## config.mk

```make
export PLATFORM = sky130hd
export DESIGN_NAME = osrd_front
export DESIGN_NICKNAME = d
export VERILOG_FILES = /design/src/hdl/osrd_pkg.sv /design/src/hdl/osrd_fifo.sv /design/src/hdl/osrd_front.sv
export SDC_FILE = /design/constraint.sdc
export NUM_CORES = 1
export LEC_CHECK = 0
export ABC_AREA = 1
export BUFFER_PORTS_ARGS = -buffer_cell sky130_fd_sc_hd__buf_4
export CAP_MARGIN = 0
export CORE_MARGIN = 8
export CORE_UTILIZATION = 29
export CTS_BUF_LIST = sky130_fd_sc_hd__clkbuf_8
export DETAILED_ROUTE_END_ITERATION = 6
export GPL_ROUTABILITY_DRIVEN = 1
export SKIP_LAST_GASP = 1
export SLEW_MARGIN = 20
export SYNTH_ARGS = -nofsm -noshare
export SYNTH_HDL_FRONTEND = slang
export SYNTH_SLANG_ARGS = --single-unit
```

## constraint.sdc

```tcl
create_clock -name clk -period 10 [get_ports clk]
set_input_delay 1 -clock clk [delete_from_list [all_inputs] [get_ports clk]]
set_output_delay 1 -clock clk [all_outputs]
set_load 0.02 [all_outputs]
```

## src/hdl/osrd_pkg.sv

```systemverilog
// ----------------------------------------------------------------------------
// osrd_pkg
// Shared types and constants for the rotation delta block.
// ----------------------------------------------------------------------------
`timescale 1ns / 1ps
package osrd_pkg;
  localparam logic [1:0] MODE_OFF  = 2'd0;
  localparam logic [1:0] MODE_ZERO = 2'd1;
  localparam logic [1:0] MODE_SIN  = 2'd2;

  localparam logic [1:0] AXIS_NONE = 2'd0;
  localparam logic [1:0] AXIS_X    = 2'd1;
  localparam logic [1:0] AXIS_Y    = 2'd2;
  localparam logic [1:0] AXIS_Z    = 2'd3;

  localparam logic [2:0] REG_MODE   = 3'd0;
  localparam logic [2:0] REG_RATE_X = 3'd1;
  localparam logic [2:0] REG_RATE_Y = 3'd2;
  localparam logic [2:0] REG_RATE_Z = 3'd3;
  localparam logic [2:0] REG_ORG_X  = 3'd4;
  localparam logic [2:0] REG_ORG_Y  = 3'd5;
  localparam logic [2:0] REG_ORG_Z  = 3'd6;
  localparam logic [2:0] REG_FREQ   = 3'd7;

  localparam logic signed [63:0] ONE_Q30     = 64'sd1073741824;
  localparam logic signed [63:0] TWO_PI_Q24  = 64'sd105414357;
  localparam logic signed [63:0] PI_Q24      = 64'sd52707179;
  localparam logic signed [63:0] HALF_PI_Q24 = 64'sd26353589;
  localparam logic signed [63:0] GAIN_Q30    = 64'sd652032874;
  // floor(2^56 / TWO_PI_Q24), about 2^32 / 2pi, for the quotient estimate of the angle reduction
  localparam logic signed [63:0] RECIP_2PI_Q56 = (64'sd1 <<< 56) / TWO_PI_Q24;

  typedef struct packed {
    logic               func;
    logic [31:0]        time_now;
    logic signed [31:0] coord_a;
    logic signed [31:0] coord_b;
    logic [15:0]        weight;
    logic signed [31:0] delta_a;
    logic signed [31:0] delta_b;
    logic               warn;
  } req_t;

  typedef struct packed {
    logic signed [31:0] new_delta_a;
    logic signed [31:0] new_delta_b;
    logic [1:0]         active_axis;
    logic               no_rotation_warning;
  } res_t;

  function automatic logic signed [63:0] atan_q24(input logic [4:0] i);
    logic signed [63:0] v;
    case (i)
      5'd0: v = 64'sd13176795;
      5'd1: v = 64'sd7778716;
      5'd2: v = 64'sd4110060;
      5'd3: v = 64'sd2086331;
      5'd4: v = 64'sd1047214;
      5'd5: v = 64'sd524117;
      5'd6: v = 64'sd262123;
      5'd7: v = 64'sd131069;
      default: v = (i > 5'd24) ? 64'sd0 : (64'sd1 <<< (5'd24 - i));
    endcase
    return v;
  endfunction

  function automatic logic signed [31:0] sat32(input logic signed [63:0] v);
    logic signed [31:0] r;
    if (v > 64'sd2147483647) r = 32'sh7fffffff;
    else if (v < -64'sd2147483648) r = 32'sh80000000;
    else r = v[31:0];
    return r;
  endfunction
endpackage

```

## src/hdl/osrd_fifo.sv

```systemverilog
// ----------------------------------------------------------------------------
// osrd_fifo
// Small request queue between front end and back end.
// ----------------------------------------------------------------------------
`timescale 1ns / 1ps
module osrd_fifo
  import osrd_pkg::*;
(
  input  logic clk,
  input  logic rst,
  input  logic wr,
  input  req_t wdata,
  output logic full,
  input  logic rd,
  output req_t rdata,
  output logic empty
);
  req_t mem [2];
  logic wp, rp;
  logic [1:0] cnt;

  assign full  = cnt == 2'd2;
  assign empty = cnt == 2'd0;
  assign rdata = mem[rp];

  always_ff @(posedge clk) begin
    if (wr && !full) mem[wp] <= wdata;
    if (rst) begin
      wp <= 1'b0;
      rp <= 1'b0;
      cnt <= 2'd0;
    end else begin
      if (wr && !full) wp <= ~wp;
      if (rd && !empty) rp <= ~rp;
      cnt <= cnt + 2'(wr && !full) - 2'(rd && !empty);
    end
  end
endmodule

```

## src/hdl/osrd_front.sv

```systemverilog
// ----------------------------------------------------------------------------
// osrd_front
// Accepts requests, tags the warning flag, pushes them to the queue.
// ----------------------------------------------------------------------------
`timescale 1ns / 1ps
module osrd_front
  import osrd_pkg::*;
(
  input  logic               clk,
  input  logic               rst,
  input  logic               push,
  output logic               full,
  input  logic               func,
  input  logic [31:0]        time_now,
  input  logic signed [31:0] coord_a,
  input  logic signed [31:0] coord_b,
  input  logic [15:0]        weight,
  input  logic signed [31:0] delta_a,
  input  logic signed [31:0] delta_b,
  input  logic [1:0]         motion_mode,
  input  logic               rates_zero,
  input  logic               q_rd,
  output req_t               q_data,
  output logic               q_empty
);
  req_t r;
  always_comb begin
    r.func     = func;
    r.time_now = time_now;
    r.coord_a  = coord_a;
    r.coord_b  = coord_b;
    r.weight   = weight;
    r.delta_a  = delta_a;
    r.delta_b  = delta_b;
    r.warn     = (motion_mode == MODE_ZERO || motion_mode == MODE_SIN) && rates_zero;
  end

  osrd_fifo u_fifo (
    .clk(clk), .rst(rst), .wr(push), .wdata(r), .full(full),
    .rd(q_rd), .rdata(q_data), .empty(q_empty)
  );
endmodule

```

Yosys cells after proc, flatten, opt, wreduce, memory -nomap -nowiden
Memory sizes are Yosys's and may differ from the RTL's. A register that Yosys moved wholly into a read port is not among the register bits. Cells that the tools add are included.

Add/sub/neg operators: 2. Eq/ne operators: 3. Mux-type cells: 4. Bitwise gates (word level): 2. Reduce and logical (&&, ||, !) cells: 7.

Operators with widths (count): == test 2 bit, second input constant (2); 2-to-1 mux 1 bit (4); logical AND 1 bit (3); adder 2 x 1 -> 2 bit (1); == test 2 x 1 -> 1 bit, second input constant (1); logical NOT 1 bit (2); logical NOT 2 bit (1); NOT 1 bit (2); subtractor 2 x 1 -> 2 bit (1); logical OR 1 bit (1).

Register bits: 4. RAM bits: 356. Input port bits: 184. Output and inout bits: 180. Logic and storage cells: 22. Memories: 1.

Memory list: u_fifo.mem (depth 2, bits a word 178, read ports 1, clocked after Yosys merged registers in 1, write ports 1, line osrd_fifo.sv:18) `req_t mem [2];`.

Depth between registers and ports, before layout
Gate-level depths: netlist of run 1.

Word-level depth: 5. Depth in mapped cells: 10. Gate-level depth less buffers: 10.

By module
From an unflattened synthesis of run 1, not the netlist that was laid out.

Cell total of the unflattened synthesis: 597. Area, all modules: 13534.2 um2.

Modules (own cells, without submodules): osrd_fifo (instances 1, cells each 593, area each 13519.2 um2, seq. area each 10790.3 um2); osrd_front (instances 1, cells each 4, area each 15.0 um2, seq. area each 0.0 um2).

Worst setup path before layout of run 1
No wires, ideal clock.

Kind: input to register. Start: in push. End: mem u_fifo.mem[0][0] (netlist bit) (enable). Setup time: 0.718 ns. Arrival time: 8.453 ns. Required time: 9.282 ns. Path slack: 0.829 ns. Stages on the path: 2. Buffers on the path: 0. Path through: nand2_1 -> nor2_1.

Longest elaborated chain between the ends: 3.

RTL lines: start, declared (line osrd_front.sv:11) `input logic push,`; logical AND 1 bit (line osrd_fifo.sv:27) `if (wr && !full) mem[wp] <= wdata;`; 2-to-1 mux 1 bit (line osrd_fifo.sv:27); 2-to-1 mux 1 bit (implied by the code) (line osrd_fifo.sv:27); end, declared (line osrd_fifo.sv:18).

No other way between the ends.

==> results of run 1 <==
==> routing by layer <==
metal  share of wire, %  routed length, µm  GRT usage [%]
met4                2.1                650           3.48
met2                 48              15200           18.2
met1                 41              12900           13.1
met5                  0                  0              0
met3                8.5               2680           4.47
==> synthesized netlist by cell type <==
master / count / area, µm²
a21oi_1: 2 / 10.0
buf_2: 5 / 25.0
buf_6: 15 / 169
dfxtp_1: 5 / 100
edfxtp_1: 356 / 10700
ha_1: 2 / 25.0
inv_1: 10 / 37.5
mux2_2: 77 / 867
mux2_4: 101 / 1520
nand2_1: 10 / 37.5
nand3_1: 3 / 15.0
nor2_1: 11 / 41.3
==> cells in the final DEF, fill, tap and decap left out, drive strengths merged <==
master,Yosys,final
a21oi,2,2
buf,20,371
clkbuf,0,60
clkinv,0,26
clkinvlp,0,5
dfxtp,5,5
edfxtp,356,356
ha,2,2
inv,10,29
mux2,178,178
nand2,10,10
nand3,3,3
nor2,11,11
==> worst paths after layout <==
path	from	endpoint	slack [ns]
worst max register to register	u_fifo.cnt[0]	u_fifo.mem[0][156]	7.38
worst min register to register	u_fifo.rp	u_fifo.rp	0.51
worst min-delay path	u_fifo.rp	u_fifo.rp	0.51
worst max-delay path	register	q_data[39]	5.61
==> power breakdown <==
part           switching (W)  leakage [nW]  total (W)  internal, W
registers          0.0000678          3.36    0.00200      0.00194
logic               0.000719          2.92    0.00134     0.000618
clock network       0.000577         0.583    0.00114     0.000561
==> state kept, by name (all words and copies together) (netlist names), named ones only <==
signal and flops:
u_fifo.mem 356, u_fifo.wp 1, u_fifo.cnt 2, u_fifo.rp 1
==> cells by family (layout without fill, tap and decap cells) <==
kind of cell | Yosys count | in the layout | synth area share [%]
AO/OA/AOI/OAI | 2 | 2 | 0.0740
adder cells (fa/ha/maj) | 2 | 2 | 0.185
buffers and inverters | 30 | 491 | 1.71
flip-flops | 361 | 361 | 79.7
multiplexers | 178 | 178 | 17.6
AND/OR/NAND/NOR | 24 | 24 | 0.693
==> stage by stage <==
stage               total power [W]  cells  area [µm²]  utilization [%]
CTS                         0.00458   1665       18000             38.7
detailed placement          0.00341   1555       16900             36.5
global placement            0.00339   1555       16900             36.5
floorplan                   0.00292    597       13500                -
finish                      0.00448   1665       18000             38.7
global route                0.00469   1665       18000             38.7
==> critical path: stages, from the launching register on <==
cell and delay [ns]:
dfxtp_4 0.63, buf_4 0.59, buf_4 0.83, mux2_2 0.41
buf_4 0.16
==> final cells by class <==
type                    count  area, µm²  share of cell area [%]
well taps                 607        759                    4.23
inverters                  10       42.5                   0.237
clock inverters            50        224                    1.25
multi-input cells         206       2520                    14.0
repair buffers            371       2790                    15.5
clock buffers              60        826                    4.60
flip-flops and latches    361      10800                    60.1
==> impl_metrics.py, run 1 <==
metrics = {
    "outcome": {
        "status": "finished clean",
    },
    "routing": {
        "route.detailed.drc": 0,
        "routed_via_density": 4.14,
        "drtIter0Drc": 395,
        "wl_um": 31500,
        "vias": 6888,
        "ant_nets": 0,
        "drtPass1Iterations": 4,
        "wl_per_cell_um": 18.9,
    },
    "clock_network": {
        "cts_sinks": 361,
        "cts_resized": 0,
        "hold_buffers": 0,
        "clk_latency_ns": 0.63,
        "cts_max_path_buffers": 3,
        "post_cts_buffers": 0,
        "cts_tree": "yes",
        "path_clk_slew_ns": 0.06,
        "numCtsBuffers": 60,
        "cts-htree-levels": 2,
        "cts-root-buf": "clkbuf_8",
    },
    "sta": {
        "hold_viol": 0,
        "finalClockSkew_ns": 0.0258,
        "clock.fmax_mhz": 228,
        "period_share_pct": 43.9,
        "tightest_slew_ns": 1.02,
        "worst_slack_ns": 5.61,
        "rsz0062_at_grt": "no",
        "finalSetupViolCount": 0,
        "final.setup.tns_ns": 0,
        "slew_headroom_pct": 32.0,
        "hold_slack_ns": 0.507,
        "maxSlewViolCount": 0,
        "final.min_clock_period_ns": 4.39,
    },
    "synthesis": {
        "ys_types": 12,
        "syn_area_per_cell_um2": 22.7,
        "ys_seq_area_share_pct": 79.7,
        "syn-cell-area_mm2": 0.0135,
        "ys_ff_latch": 361,
        "syn-num-nets": 783,
        "synthCells": 597,
        "yosysWarnings": 0,
    },
    "placed_design": {
        "place_ws_ns": 6.19,
        "hpwlAfterDp_um": 21500,
        "gp_congestion": 0.732,
        "portBuffers": 363,
    },
    "setup_path": {
        "worstSetupStartpointType": "register",
        "cp.required_ns": 9.00,
        "critPathKind": "reg -> out",
        "arrival_ns": 3.39,
        "reg2regPathDepth": 6,
        "crit_fanout": 52,
        "end_kind": "primary output",
    },
    "power_and_ir_drop": {
        "peakVddDrop_uv": 173,
        "power.density_mw_per_mm2": 249,
        "p_leak_nw": 6.87,
    },
    "layout": {
        "nNetsFinal": 1196,
        "num-fill-cells": 4299,
        "syn2layout_area_growth_pct": 32.6,
        "antenna_cells": 0,
        "drive_gt1_share_pct": 58.9,
    },
    "global_route": {
        "grt_antenna_before_repair": 0,
        "grt_overflow_total": 0,
        "grt_pass1_vias": 7504,
        "grt_use_total_pct": 11.0,
        "grt_max_degree": 74,
        "grt_pass1_wl_um": 45400,
    },
    "floorplanning": {
        "core_area_mm2": 0.0464,
        "io_pins": 364,
        "die_w_um": 232,
        "die-area_mm2": 0.0538,
        "start_util_pct": 29.2,
        "core.rowCount": 79,
        "die_y_um": 232,
    },
    "min_path": {
        "hp-class": "reg -> reg",
        "hold_depth": 2,
    },
    "run": {
        "cap_violations": 0,
    },
}
Power figures use the tool's default switching activity.
==> run 2: changes to the inputs <==
==> constraint.sdc (replaced) <==
create_clock -name clk -period 4 [get_ports clk]
set_input_delay 0.4 -clock clk [delete_from_list [all_inputs] [get_ports clk]]
set_output_delay 0.4 -clock clk [all_outputs]
set_load 0.02 [all_outputs]
==> run 2 against run 1 <==
  * Critical path depth fell by 1
  * Worst hold slack got worse by 0.42 ns
  * Cell count is 11% higher
  * Non-clock buffer count rose by 191
  * Power rose to 2.6 times the previous value
  * Clock-buffer cell count did not move
  * Largest power group unchanged
  * Highest routed layer unchanged
==> impl_metrics.py, run 2 (synthesis gave the netlist of run 1 again) <==
metrics = {
    "floorplanning": {
        "die_y_um": 232,
        "core.rowCount": 79,
        "die-area_mm2": 0.0538,
        "core_area_mm2": 0.0464,
        "start_util_pct": 29.2,
        "die_w_um": 232,
        "io_pins": 364,
    },
    "global_route": {
        "grt_use_total_pct": 12.1,
        "grt_antenna_before_repair": 2,
        "grt_pass1_vias": 8648,
        "grt_pass1_wl_um": 50300,
        "grt_max_degree": 65,
        "grt_overflow_total": 0,
    },
    "setup_path": {
        "arrival_ns": 2.40,
        "cp.required_ns": 3.60,
        "crit_fanout": 45,
        "worst_path_largest_cell_delay_ns": 0.84,
        "end_kind": "primary output",
        "critPathBufInv": 2,
        "path_cells": "buf_12, mux2_2, buf_4",
        "worstSetupStartpointType": "register",
        "slowest_stage": "dfxtp_4",
        "cp_top_family": "flip-flops",
        "critPathKind": "reg -> out",
    },
    "routing": {
        "drtPass1Iterations": 4,
        "ant_nets": 0,
        "drtIter0Drc": 335,
        "wl_um": 33900,
        "vias": 7660,
        "wl_per_cell_um": 18.3,
        "route.detailed.drc": 0,
        "routed_via_density": 4.13,
    },
    "clock_network": {
        "cts_max_path_buffers": 3,
        "numCtsBuffers": 59,
        "cts_resized": 0,
        "cts-htree-levels": 2,
        "cts_sinks": 361,
        "clk_latency_ns": 0.62,
        "path_clk_slew_ns": 0.06,
        "cts_tree": "yes",
        "cts-root-buf": "clkbuf_8",
    },
    "sta": {
        "hold_viol": 0,
        "worst_slack_ns": 1.20,
        "rsz0062_at_grt": "no",
        "finalClockSkew_ns": 0.0163,
        "final.min_clock_period_ns": 2.80,
        "tightest_slew_ns": 0.886,
        "slew_headroom_pct": 40.8,
        "period_share_pct": 70.1,
        "finalSetupViolCount": 0,
        "final.setup.tns_ns": 0,
        "maxSlewViolCount": 0,
        "clock.fmax_mhz": 357,
    },
    "placed_design": {
        "portBuffers": 363,
        "gp_congestion": 0.717,
        "place_ws_ns": 1.78,
        "dp.cells": 1567,
        "hpwlAfterDp_um": 22700,
    },
    "power_and_ir_drop": {
        "power.density_mw_per_mm2": 579,
        "p_leak_nw": 7.72,
        "peakVddDrop_uv": 486,
    },
    "layout": {
        "top_regs": "u_fifo.mem: 356 flops, u_fifo.cnt: 2 flops",
        "final_common_cell": "buf_4",
        "final_cell_mix": "buf_4 (375), edfxtp_1 (356), dlygate4sd3_1 (179), mux2_4 (101), mux2_2 (77)",
        "num-fill-cells": 4093,
        "layout.area.seq_mm2": 0.0108,
        "drive_gt1_share_pct": 50.9,
        "largest_reg_flops": 356,
        "top_register": "u_fifo.mem",
        "syn2layout_area_growth_pct": 47.5,
        "layout.cells.non_filler": 1855,
        "nNetsFinal": 1386,
        "multiInputGateArea_mm2": 0.00252,
    },
    "run": {
        "cap_violations": 0,
    },
    "min_path": {
        "hp-class": "in -> reg",
    },
    "outcome": {
        "status": "finished clean",
    },
}
run 2: metal layers:
layer / global-route usage, % / part of all wire [%] / up-vias
met4: 3.64 / 2.0 / 0
met1: 13.7 / 40 / 3753
met2: 20.8 / 50 / 286
met5: 0 / 0 / -
met3: 4.65 / 8.2 / 53
li1: - / - / 3568
run 2: per-stage QoR:
stage          cell area, µm²  hold slack, ns  util, %  power, W
5_1_grt                 20000          0.0384     43.0    0.0121
6_report                20000          0.0845     43.1    0.0116
3_5_place_dp            17100           0.499     36.9   0.00863
2_1_floorplan           13500           0.467        -   0.00720
3_3_place_gp            17100           0.485     36.9   0.00860
4_1_cts                 20000          0.0101     43.0    0.0118
run 2: worst register-to-register path: stages, from the launching register on:
cell and delay [ns]:
dfxtp_1 0.33, inv_1 0.07, nand2_1 0.13, nand2_1 0.12
nor2_4 0.69, buf_4 0.48
run 2: layout make-up:
class                   count  share of cell area [%]
clock buffers              60                    4.14
inverters                  10                   0.207
multi-input cells         206                    12.6
well taps                 607                    3.81
flip-flops and latches    361                    54.1
diodes                      2                  0.0251
repair buffers            562                    23.9
clock inverters            47                    1.23
run 2: repair_timing:
item | in CTS | in global routing
hold endpoints to repair | 357 | 0
buffers inserted | 0 | 0
hold buffers | 179 | 0
run 2: power breakdown:
group          switching, W  internal [W]
Sequential         0.000190       0.00483
Combinational       0.00188       0.00174
Clock               0.00141       0.00152
run 2: final timing paths:
path / cells after the start / to / slack (ns) / start
max: 3 / q_data[174] / 1.20 / register
min: 4 / register / 0.08 / q_rd
max reg2reg: 5 / u_fifo.mem[0][76] / 1.82 / u_fifo.cnt[0]
min reg2reg: 2 / u_fifo.rp / 0.51 / u_fifo.rp
